File: src/sv/mid_pkg.sv
// ----------------------------------------------------------------------------
// mid_pkg
// Shared types and constants for the modular inverse / divide block:
// opcode codes and the command and status bundles between controller and
// datapath.
// ----------------------------------------------------------------------------
package mid_pkg;

    localparam int DATA_WIDTH_DEF = 32;

    typedef enum logic [1:0] {
        OP_GCD  = 2'd0,
        OP_INV  = 2'd1,
        OP_DIV  = 2'd2,
        OP_NONE = 2'd3
    } t_opcode;

    // commands from controller to datapath
    typedef struct packed {
        logic load;       // capture a new request
        logic div_start;  // start a division
        logic div_mod;    // division is a mod m (else r0 / r1)
        logic div_step;   // one quotient bit
        logic update;     // euclid register rotate
        logic mul_start;  // start modular multiply
        logic mul_step;   // one multiplier bit
        logic out_load;   // capture result into output registers
    } t_cmd;

    // status from datapath to controller
    typedef struct packed {
        logic r1_zero;    // euclid loop finished
        logic need_mul;   // divide request with an existing inverse
    } t_status;

endpackage

File: src/sv/mid_dpath.sv
// ----------------------------------------------------------------------------
// mid_dpath
// Datapath: euclid registers, bit-serial restoring divider with quotient
// times coefficient accumulation, inverse normalization, shift-add modular
// multiplier and result registers.
// ----------------------------------------------------------------------------
module mid_dpath #(
    parameter int DATA_WIDTH = mid_pkg::DATA_WIDTH_DEF
) (
    input  logic                         i_clk,
    input  mid_pkg::t_cmd                i_cmd,
    output mid_pkg::t_status             o_status,
    input  logic [1:0]                   i_opcode,
    input  logic [DATA_WIDTH-2:0]        i_value_a,
    input  logic [DATA_WIDTH-2:0]        i_value_b,
    input  logic [DATA_WIDTH-2:0]        i_modulus,
    output logic [DATA_WIDTH-2:0]        o_gcd_value,
    output logic signed [DATA_WIDTH-1:0] o_coeff_x,
    output logic signed [DATA_WIDTH-1:0] o_coeff_y,
    output logic [DATA_WIDTH-2:0]        o_result_value,
    output logic                         o_result_valid
);
    import mid_pkg::*;

    localparam int OW = DATA_WIDTH - 1;
    localparam int CW = DATA_WIDTH;

    t_opcode                r_op;
    logic [OW-1:0]          r_a;
    logic [OW-1:0]          r_m;
    logic [OW-1:0]          r_r0, r_r1;
    logic signed [CW-1:0]   r_s0, r_s1, r_t0, r_t1;
    logic [OW-1:0]          r_dvd, r_dvs, r_rem;
    logic signed [CW-1:0]   r_acc_s, r_acc_t;
    logic [OW-1:0]          r_mp, r_mq, r_macc;

    logic [OW-1:0]          r_o_gcd, r_o_value;
    logic signed [CW-1:0]   r_o_x, r_o_y;
    logic                   r_o_valid;

    logic [OW:0]            rem_sh;
    logic                   q_bit;
    logic [OW:0]            rem_diff;
    logic [OW-1:0]          n_rem;

    logic signed [CW:0]     x_ext, m_ext, x_plus_m, x_minus_m;
    logic [OW-1:0]          inv;

    logic [OW:0]            m_wide, macc_sum, mp_dbl;
    logic [OW-1:0]          n_macc, n_mp;

    logic                   inv_ok;
    logic [OW-1:0]          res_value;
    logic                   res_valid;

    // restoring divider step
    always_comb begin
        rem_sh   = {r_rem, r_dvd[OW-1]};
        q_bit    = (rem_sh >= {1'b0, r_dvs});
        rem_diff = rem_sh - {1'b0, r_dvs};
        n_rem    = q_bit ? rem_diff[OW-1:0] : rem_sh[OW-1:0];
    end

    // bring x into 0 .. m-1, |x| <= m
    always_comb begin
        x_ext     = {r_s0[CW-1], r_s0};
        m_ext     = {2'b00, r_m};
        x_plus_m  = x_ext + m_ext;
        x_minus_m = x_ext - m_ext;
        if (x_ext < 0) begin
            inv = x_plus_m[OW-1:0];
        end else if (x_ext >= m_ext) begin
            inv = x_minus_m[OW-1:0];
        end else begin
            inv = x_ext[OW-1:0];
        end
    end

    // lsb-first modular multiply step
    always_comb begin
        m_wide   = {1'b0, r_m};
        macc_sum = {1'b0, r_macc} + {1'b0, r_mp};
        mp_dbl   = {r_mp, 1'b0};
        if (r_mq[0]) begin
            n_macc = (macc_sum >= m_wide) ? OW'(macc_sum - m_wide) : macc_sum[OW-1:0];
        end else begin
            n_macc = r_macc;
        end
        n_mp = (mp_dbl >= m_wide) ? OW'(mp_dbl - m_wide) : mp_dbl[OW-1:0];
    end

    always_comb begin
        inv_ok    = (r_m != '0) && (r_r0 == OW'(1));
        res_valid = inv_ok && ((r_op == OP_INV) || (r_op == OP_DIV));
        if (!res_valid) begin
            res_value = '0;
        end else if (r_op == OP_INV) begin
            res_value = inv;
        end else begin
            res_value = r_macc;
        end
        o_status.r1_zero  = (r_r1 == '0);
        o_status.need_mul = res_valid && (r_op == OP_DIV);
    end

    always_ff @(posedge i_clk) begin
        if (i_cmd.load) begin
            r_op <= t_opcode'(i_opcode);
            r_a  <= i_value_a;
            r_m  <= i_modulus;
            r_s0 <= CW'(1);
            r_s1 <= '0;
            r_t0 <= '0;
            r_t1 <= CW'(1);
            unique case (t_opcode'(i_opcode))
                OP_GCD: begin
                    r_r0 <= i_value_a;
                    r_r1 <= i_value_b;
                end
                OP_INV: begin
                    r_r0 <= i_value_a;
                    r_r1 <= i_modulus;
                end
                OP_DIV: begin
                    r_r0 <= i_value_b;
                    r_r1 <= i_modulus;
                end
                OP_NONE: begin
                    r_r0 <= '0;
                    r_r1 <= '0;
                end
            endcase
        end else if (i_cmd.update) begin
            r_r0 <= r_r1;
            r_r1 <= r_rem;
            r_s0 <= r_s1;
            r_s1 <= r_s0 - r_acc_s;
            r_t0 <= r_t1;
            r_t1 <= r_t0 - r_acc_t;
        end

        if (i_cmd.div_start) begin
            r_dvd   <= i_cmd.div_mod ? r_a : r_r0;
            r_dvs   <= i_cmd.div_mod ? r_m : r_r1;
            r_rem   <= '0;
            r_acc_s <= '0;
            r_acc_t <= '0;
        end else if (i_cmd.div_step) begin
            r_dvd   <= {r_dvd[OW-2:0], 1'b0};
            r_rem   <= n_rem;
            // quotient bits arrive msb first, so q*s1 builds up by shift and add
            r_acc_s <= {r_acc_s[CW-2:0], 1'b0} + (q_bit ? r_s1 : CW'(0));
            r_acc_t <= {r_acc_t[CW-2:0], 1'b0} + (q_bit ? r_t1 : CW'(0));
        end

        if (i_cmd.mul_start) begin
            r_mp   <= r_rem;
            r_mq   <= inv;
            r_macc <= '0;
        end else if (i_cmd.mul_step) begin
            r_mp   <= n_mp;
            r_mq   <= {1'b0, r_mq[OW-1:1]};
            r_macc <= n_macc;
        end

        if (i_cmd.out_load) begin
            if (r_op == OP_NONE) begin
                r_o_gcd   <= '0;
                r_o_x     <= '0;
                r_o_y     <= '0;
                r_o_value <= '0;
                r_o_valid <= 1'b0;
            end else begin
                r_o_gcd   <= r_r0;
                r_o_x     <= r_s0;
                r_o_y     <= r_t0;
                r_o_value <= res_value;
                r_o_valid <= res_valid;
            end
        end
    end

    assign o_gcd_value    = r_o_gcd;
    assign o_coeff_x      = r_o_x;
    assign o_coeff_y      = r_o_y;
    assign o_result_value = r_o_value;
    assign o_result_valid = r_o_valid;

endmodule

File: src/sv/mid_ctrl.sv
// ----------------------------------------------------------------------------
// mid_ctrl
// Controller: sequences the euclid loop, the mod-m reduction and the modular
// multiply, and owns the input and output handshakes.
// ----------------------------------------------------------------------------
module mid_ctrl #(
    parameter int DATA_WIDTH = mid_pkg::DATA_WIDTH_DEF
) (
    input  logic              i_clk,
    input  logic              i_rst_n,
    input  logic              i_valid,
    input  logic [1:0]        i_opcode,
    output logic              o_stall,
    output logic              o_valid,
    input  logic              i_stall,
    output mid_pkg::t_cmd     o_cmd,
    input  mid_pkg::t_status  i_status
);
    import mid_pkg::*;

    localparam int OW    = DATA_WIDTH - 1;
    localparam int CNT_W = $clog2(OW);

    typedef enum logic [2:0] {
        S_IDLE,
        S_CHECK,
        S_DIV,
        S_UPDATE,
        S_REDUCE,
        S_MSTART,
        S_MUL,
        S_FINISH
    } t_state;

    t_state            r_state, n_state;
    logic [CNT_W-1:0]  r_cnt;
    logic              r_out_valid;
    logic              accept;
    logic              out_free;
    logic              cnt_done;

    assign accept   = (r_state == S_IDLE) && i_valid;
    assign out_free = !r_out_valid || !i_stall;
    assign cnt_done = (r_cnt == '0);

    always_comb begin
        o_cmd   = '0;
        n_state = r_state;
        unique case (r_state)
            S_IDLE: begin
                if (i_valid) begin
                    o_cmd.load = 1'b1;
                    n_state    = (t_opcode'(i_opcode) == OP_NONE) ? S_FINISH : S_CHECK;
                end
            end
            S_CHECK: begin
                if (!i_status.r1_zero) begin
                    o_cmd.div_start = 1'b1;
                    n_state         = S_DIV;
                end else if (i_status.need_mul) begin
                    o_cmd.div_start = 1'b1;
                    o_cmd.div_mod   = 1'b1;
                    n_state         = S_REDUCE;
                end else begin
                    n_state = S_FINISH;
                end
            end
            S_DIV: begin
                o_cmd.div_step = 1'b1;
                if (cnt_done) n_state = S_UPDATE;
            end
            S_UPDATE: begin
                o_cmd.update = 1'b1;
                n_state      = S_CHECK;
            end
            S_REDUCE: begin
                o_cmd.div_step = 1'b1;
                if (cnt_done) n_state = S_MSTART;
            end
            S_MSTART: begin
                o_cmd.mul_start = 1'b1;
                n_state         = S_MUL;
            end
            S_MUL: begin
                o_cmd.mul_step = 1'b1;
                if (cnt_done) n_state = S_FINISH;
            end
            S_FINISH: begin
                // hold the result until the output register is free
                if (out_free) begin
                    o_cmd.out_load = 1'b1;
                    n_state        = S_IDLE;
                end
            end
            default: n_state = S_IDLE;
        endcase
    end

    always_ff @(posedge i_clk) begin
        if (!i_rst_n) begin
            r_state     <= S_IDLE;
            r_cnt       <= '0;
            r_out_valid <= 1'b0;
        end else begin
            r_state <= n_state;
            if (o_cmd.div_start || o_cmd.mul_start) begin
                r_cnt <= CNT_W'(OW - 1);
            end else if (!cnt_done) begin
                r_cnt <= r_cnt - CNT_W'(1);
            end
            if (o_cmd.out_load) begin
                r_out_valid <= 1'b1;
            end else if (!i_stall) begin
                r_out_valid <= 1'b0;
            end
        end
    end

    assign o_stall = !(r_state == S_IDLE) || (accept && 1'b0);
    assign o_valid = r_out_valid;

endmodule

File: src/sv/modular_inverse_divide_top.sv
// ----------------------------------------------------------------------------
// modular_inverse_divide_top
// Extended euclid gcd, modular inverse and modular divide, one request at a
// time.
// ----------------------------------------------------------------------------
// sequence: each euclid step is a check, one bit-serial division and an
//   update; a divide request adds the mod-m reduction and the modular multiply
// throughput: one request in flight; the next is taken once the result is in
//   the output register
// reset: synchronous active-low i_rst_n clears the controller and the output valid
module modular_inverse_divide_top #(
    parameter int DATA_WIDTH = mid_pkg::DATA_WIDTH_DEF
) (
    input  logic                         i_clk,
    input  logic                         i_rst_n,
    input  logic                         i_valid,
    output logic                         o_stall,
    input  logic [1:0]                   i_opcode,
    input  logic [DATA_WIDTH-2:0]        i_value_a,
    input  logic [DATA_WIDTH-2:0]        i_value_b,
    input  logic [DATA_WIDTH-2:0]        i_modulus,
    output logic                         o_valid,
    input  logic                         i_stall,
    output logic [DATA_WIDTH-2:0]        o_gcd_value,
    output logic signed [DATA_WIDTH-1:0] o_coeff_x,
    output logic signed [DATA_WIDTH-1:0] o_coeff_y,
    output logic [DATA_WIDTH-2:0]        o_result_value,
    output logic                         o_result_valid
);
    import mid_pkg::*;

    t_cmd    cmd;
    t_status status;

    mid_ctrl #(
        .DATA_WIDTH (DATA_WIDTH)
    ) u_ctrl (
        .i_clk    (i_clk),
        .i_rst_n  (i_rst_n),
        .i_valid  (i_valid),
        .i_opcode (i_opcode),
        .o_stall  (o_stall),
        .o_valid  (o_valid),
        .i_stall  (i_stall),
        .o_cmd    (cmd),
        .i_status (status)
    );

    mid_dpath #(
        .DATA_WIDTH (DATA_WIDTH)
    ) u_dpath (
        .i_clk          (i_clk),
        .i_cmd          (cmd),
        .o_status       (status),
        .i_opcode       (i_opcode),
        .i_value_a      (i_value_a),
        .i_value_b      (i_value_b),
        .i_modulus      (i_modulus),
        .o_gcd_value    (o_gcd_value),
        .o_coeff_x      (o_coeff_x),
        .o_coeff_y      (o_coeff_y),
        .o_result_value (o_result_value),
        .o_result_valid (o_result_valid)
    );

    // an inverse only exists for coprime operands
    a_valid_gcd_one: assert property (@(posedge i_clk) disable iff (!i_rst_n)
        (o_valid && o_result_valid) |-> (o_gcd_value == (DATA_WIDTH-1)'(1)))
        else $error("result flagged valid with gcd other than one");

    a_invalid_zero: assert property (@(posedge i_clk) disable iff (!i_rst_n)
        (o_valid && !o_result_valid) |-> (o_result_value == '0))
        else $error("invalid result carries a nonzero value");

    a_busy_after_transfer: assert property (@(posedge i_clk) disable iff (!i_rst_n)
        (i_valid && !o_stall) |=> o_stall)
        else $error("input taken again right after a transfer");

endmodule

File: config.mk
export PLATFORM = sky130hd
export DESIGN_NAME = modular_inverse_divide_top
export DESIGN_NICKNAME = d
export VERILOG_FILES = /design/src/sv/mid_pkg.sv /design/src/sv/mid_dpath.sv /design/src/sv/mid_ctrl.sv /design/src/sv/modular_inverse_divide_top.sv
export SDC_FILE = /design/constraint.sdc
export NUM_CORES = 2
export LEC_CHECK = 0
export ABC_CLOCK_PERIOD_IN_PS = 7500
export BUFFER_PORTS_ARGS = -buffer_cell sky130_fd_sc_hd__buf_2
export CAP_MARGIN = 40
export CORE_MARGIN = 5
export CORE_UTILIZATION = 60
export CTS_CLUSTER_DIAMETER = 200
export DETAILED_ROUTE_END_ITERATION = 10
export GPL_TIMING_DRIVEN = 0
export HOLD_SLACK_MARGIN = 0.08
export PLACE_DENSITY = 0.78
export SKIP_CTS_REPAIR_TIMING = 1
export SLEW_MARGIN = 5
export SYNTH_ARGS = -nofsm -noshare
export SYNTH_HDL_FRONTEND = slang
export SYNTH_HIERARCHICAL = 1
export SYNTH_SLANG_ARGS = --single-unit
File: constraint.sdc
create_clock -name i_clk -period 7.5 [get_ports i_clk]
set_clock_uncertainty 0.05 [all_clocks]
set_input_delay 0.75 -clock i_clk [delete_from_list [all_inputs] [get_ports i_clk]]
set_output_delay 0.75 -clock i_clk [all_outputs]
set_load 0.01 [all_outputs]
# After elaboration in Yosys (flattened, before gate mapping)
# Index checks and enable logic that the tools add are counted.
# totals
word_cells,136
reg_bits,640
output_inout_bits,129
# op_classes
mux,47
n_eq_ne,21
addsub,11
n_reduce_logical,24
n_bitwise,2
n_lt_le_gt_ge,5
# op_table
op,n
$mux W31,18
$pmux W31 S3,2
$sub A31 B31 Y31,4
$ge A32 B31 Y1,3
$add A32 B32 Y32,2
$mux W32,2
$sub A32 B32 Y32,2
$add A31 B31 Y32,1
$ge A32 B32 Y1,1
$lt A32 B1 Y1 const B,1
$add A31 B31 Y31,1
$eq A31 B1 Y1 const B,1
$logic_not A31 Y1,1
$reduce_bool A31 Y1,1
$pmux W3 S8,1
$mux W3,7
$eq A3 B3 Y1 const B,4
$mux W1,12
$mux W5,2
$ne A2 B1 Y1 const B,5
$reduce_or A2 Y1,5
$eq A2 B2 Y1 const B,4
$eq A3 B2 Y1 const B,2
$mux W2,3
14 further kinds,25

# Logic depth before layout (Yosys ltp)
# depth
word_depth,9
ltp_mapped,24
depth_no_buf,22

# By module
# Netlist, hierarchy kept.
# by_module_without_submodules
module,area_per_inst_um2,n_inst,cells_per_inst
mid_dpath,41427.2,1,4460
mid_ctrl,574.3,1,76

# Worst setup path after synthesis
# Ideal clock, no wire load.
# synth_timing
path_kind,register -> register
from,register u_ctrl.r_state[2]
to,register u_dpath.r_o_x[0] (netlist: u_dpath/o_coeff_x[0]) (enable)
stages_incl_launch_ff,5
required_time_ns,6.835
slack_ns,0.593
arrival_ns,6.242
period_less_slack_ns,6.907
n_path_buf,2
path_cell_list,dfxtp_1 -> clkbuf_1 -> clkbuf_1 -> nand3_1 -> nor2_1
# synth_lines
element,line,rtl
start: declaration,mid_ctrl.sv:35,"t_state r_state, n_state;"
start signal: assignment,mid_ctrl.sv:105,r_state <= n_state;
end signal: assignment,mid_dpath.sv:175,r_o_x <= r_s0;
end: declaration,mid_dpath.sv:38,"logic signed [CW-1:0] r_o_x, r_o_y;"

# Worst setup path in the final report
# layout_timing
from,register u_dpath.r_dvd[30]
to,register u_dpath.r_acc_s[30]
# layout_between
elab_chain_cells,3
# layout_lines
element,line,rtl
start: declaration,mid_dpath.sv:33,"logic [OW-1:0] r_dvd, r_dvs, r_rem;"
start signal: assignment,mid_dpath.sv:143,r_dvd <= i_cmd.div_mod ? r_a : r_r0;
start signal: assignment,mid_dpath.sv:149,"r_dvd <= {r_dvd[OW-2:0], 1'b0};"
$ge A32 B31 Y1,mid_dpath.sv:59,"q_bit = (rem_sh >= {1'b0, r_dvs});"
$mux W32,mid_dpath.sv:152,"r_acc_s <= {r_acc_s[CW-2:0], 1'b0} + (q_bit ? r_s1 : CW'(0));"
$add A32 B32 Y32,mid_dpath.sv:152,
end signal: assignment,mid_dpath.sv:152,
end: declaration,mid_dpath.sv:34,"logic signed [CW-1:0] r_acc_s, r_acc_t;"
# Every way passes these cells.
# A chain may end at the register's enable or synchronous reset.

==> summary.txt <==
Clock tree
  • Total CTS buffers: 72
  • Clock sinks: 640
  • Htree depth: 3
  • Clock slew at reported path FFs: 0.06 ns
  • CTS tree: done
  • Clk root buf: clkbuf_16
  • Clk buf depth: 3
  • Worst-Skew Late Latency: 0.64 ns

Floorplanning
  • DIE AREA: 0.0754 mm^2
  • Starting Density: 60.2%
  • Boundary Pins: 228
  • Rows: 97
  • Placeable Area: 0.0698 mm^2
  • Die Width: 275 um
  • Die Ht: 275 um

Setup path
  • Worst Setup Start Kind: flop
  • Crit-path max FO: 10
  • CP Class: flop to flop
  • Critical R2R Launch: u_dpath/r_dvd[30]
  • CP required: 7.93 ns
  • Beginning of the critical path: u_dpath/r_dvd[30]
  • R2r setup slk: 0.45 ns
  • FF-to-FF path depth: 23
  • FF-to-FF End: u_dpath/r_acc_s[30]
  • Crit path DAT: 7.48 ns
  • Worst Setup End Kind: flop

STA
  • RSZ-0062 raised after global routing: no
  • Final hold violations: 0
  • Max Fclk: 142 MHz
  • Least-Margin Pin Slew: 0.955 ns
  • Minimum period implied by the final worst setup slack: 7.05 ns
  • Final worst-path cycle share: 94.0%
  • Hold Worst Slack: 0.250 ns
  • Final setup violation count: 0
  • Final Max Tran Viols: 0
  • Slew headroom: 36.3%

Min path
  • Hold path start: i_value_a[24]
  • Hold Crit Class: input port to flop
  • Hold Path Stages: 1
  • Worst hold endpoint: u_dpath/r_a[24]

Logic synthesis
  • Sequential-to-total area share from yosys stat: 39.5%
  • Post-Syn Instances: 4536
  • Mapped Avg Cell Area: 9.26 um^2
  • Mapped Area: 0.0420 mm^2
  • Top-area cell type share of the netlist area: 27.0%
  • YS warnings: 6
  • Number of synthesized flops with an enable pin: 377
  • Yosys cell types: 104
  • Async set or reset register ratio after synthesis: 0%
  • Most used DFF post-synth: edfxtp_1
  • Post-synth top area cell: edfxtp_1
  • Top cells by area, synth: edfxtp_1, dfxtp_1, ha_1
  • Post-synth top cells: nor2_1, a21oi_1, edfxtp_1
  • Syn Nets: 4959
  • Most common cell in the netlist: nor2_1
  • Yosys reg bits: 640

Detailed routing
  • TritonRoute pass-1 iters: 6
  • Routed vias/inst: 6.41
  • Final wirelength: 142000 um
  • 1st-iter DRT viols: 4630
  • WL/cell: 24.3 um
  • Drc violations: 0
  • Antenna viol nets, final: 0
  • Vias: 37500

Global route
  • Largest net degree at the start of global routing: 63
  • GRT overflow: 0
  • Vias in the first global route: 35000
  • Total track usage: 36.3%
  • Initial antenna violation count: 2
  • First-pass GRT wire length: 212000 um

Power
  • Power density cells: 410 mW/mm^2
  • Worst IR drop on VDD: 249 uV
  • Leak: 19.0 nW

Placed design
  • Post-DP HPWL: 109000 um
  • Cells after DPL: 5720
  • IO buf count: 227
  • Gpl congestion: 1.02

Layout
  • Final Non-Filler Cells: 5852
  • Fin nets: 5277
  • Ant diodes: 0
  • P&R area growth vs syn: 12.2%
  • Ratio of cells with drive above 1 in the final layout: 10.5%

Run status
  • Outcome: complete, no violations

Run
  • Max_cap viols: 0
-- layout make-up --
cell class / instances / area [um^2]
clock buffers: 95 / 1990
repair buffers: 244 / 1390
inverters: 228 / 858
fillers: 5684 / 22600
plain buffers: 223 / 942
clock inverters: 37 / 569
well taps: 940 / 1180
flip-flops and latches: 640 / 16600
multi-input cells: 3445 / 23600
-- registers in the layout, indices dropped and copies added (netlist names), 32 cells and up --
register           cells
u_dpath/r_acc_s       32
u_dpath/r_t0          32
u_dpath/r_acc_t       32
u_dpath/r_s1          32
u_dpath/r_s0          32
u_dpath/o_coeff_x     32
u_dpath/o_coeff_y     32
u_dpath/r_t1          32
-- where the power goes --
part | total, W | internal [W] | leakage [nW] | switching (W)
registers | 0.00564 | 0.00484 | 5.58 | 0.000803
clock network | 0.00380 | 0.00222 | 1.23 | 0.00158
logic | 0.00987 | 0.00374 | 12.2 | 0.00613
-- cell usage in the layout (no fill, tap or decap), drive strengths merged, types with 69 or more instances in the layout --
cell type,netlist,layout
nor2,576,576
a21oi,409,409
edfxtp,377,377
ha,314,314
buf,64,308
dfxtp,263,263
clkbuf,159,254
inv,227,230
nand2,213,213
o21ai,212,212
mux2i,176,176
xnor2,172,172
nor2b,136,136
a211oi,109,109
a21o,106,106
and2,83,83
xor2,83,83
a221oi,77,77
nand3,69,69
-- how the worst max path moves through the flow --
stage | to | slack [ns] | cells past startpoint
6_report | u_dpath/r_acc_s[30] | 0.45 | 23
5_1_grt | u_dpath/r_acc_s[30] | 0.19 | 23
4_1_cts | u_dpath/r_acc_s[30] | 0.60 | 23
3_5_place_dp | u_dpath/r_acc_s[30] | 0.67 | 23
3_3_place_gp | u_dpath/o_result_value[1] | -2.08 | 3
2_1_floorplan | u_dpath/o_coeff_x[0] | 0.59 | 4
-- routing by layer --
| layer | wire length, um | GRT usage, % | up-vias |
|---|---|---|---|
| li1 | - | - | 17200 |
| met1 | 59000 | 51.3 | 17900 |
| met2 | 61500 | 55.4 | 1992 |
| met3 | 14300 | 6.11 | 335 |
| met4 | 7130 | 15.9 | 2 |
| met5 | 7 | 0 | - |
-- per-stage QoR --
stage                     worst slack, ns  power (W)  instance area [um^2]  utilization, %  TNS, ns
after floorplan                     0.593     0.0124                 42000               -        0
after global placement              -2.08     0.0150                 44300            63.5  -275.26
after detailed placement            0.670     0.0152                 44600            63.9        0
after CTS                           0.599     0.0190                 47100            67.6        0
after global routing                0.185     0.0203                 47100            67.6        0
final                               0.449     0.0193                 47100            67.6        0
-- critical path, stage by stage (launching register included) --
cell and delay (ns):
edfxtp_1 0.42, inv_1 0.06, ha_1 0.22, fa_1 0.41, nor2b_1 0.18, o31a_1 0.20, o221a_2 0.26, o311ai_1 0.14
a211oi_1 0.41, o22a_1 0.30, buf_2 0.34, clkbuf_1 0.61, and2_1 0.28, ha_1 0.26, a211oi_1 0.36, o211ai_1 0.19
a31oi_1 0.41, o221ai_1 0.34, a21o_1 0.32, o21ai_1 0.44, o211ai_1 0.16, a31oi_1 0.23, xor2_1 0.19, o22ai_1 0.09
-- cells by family (layout without fill, tap and decap cells) --
family                   after synthesis  after routing  share of synthesized area (%)
adder cells (fa/ha/maj)              324            324                           9.83
multiplexers                         220            220                           5.37
AND/OR/NAND/NOR                     1361           1361                           15.4
flip-flops                           640            640                           39.5
AO/OA/AOI/OAI                       1285           1285                           20.3
XOR/XNOR                             255            255                           5.32
buffers and inverters                451            827                           4.28
Power figures use the tool's default switching activity.
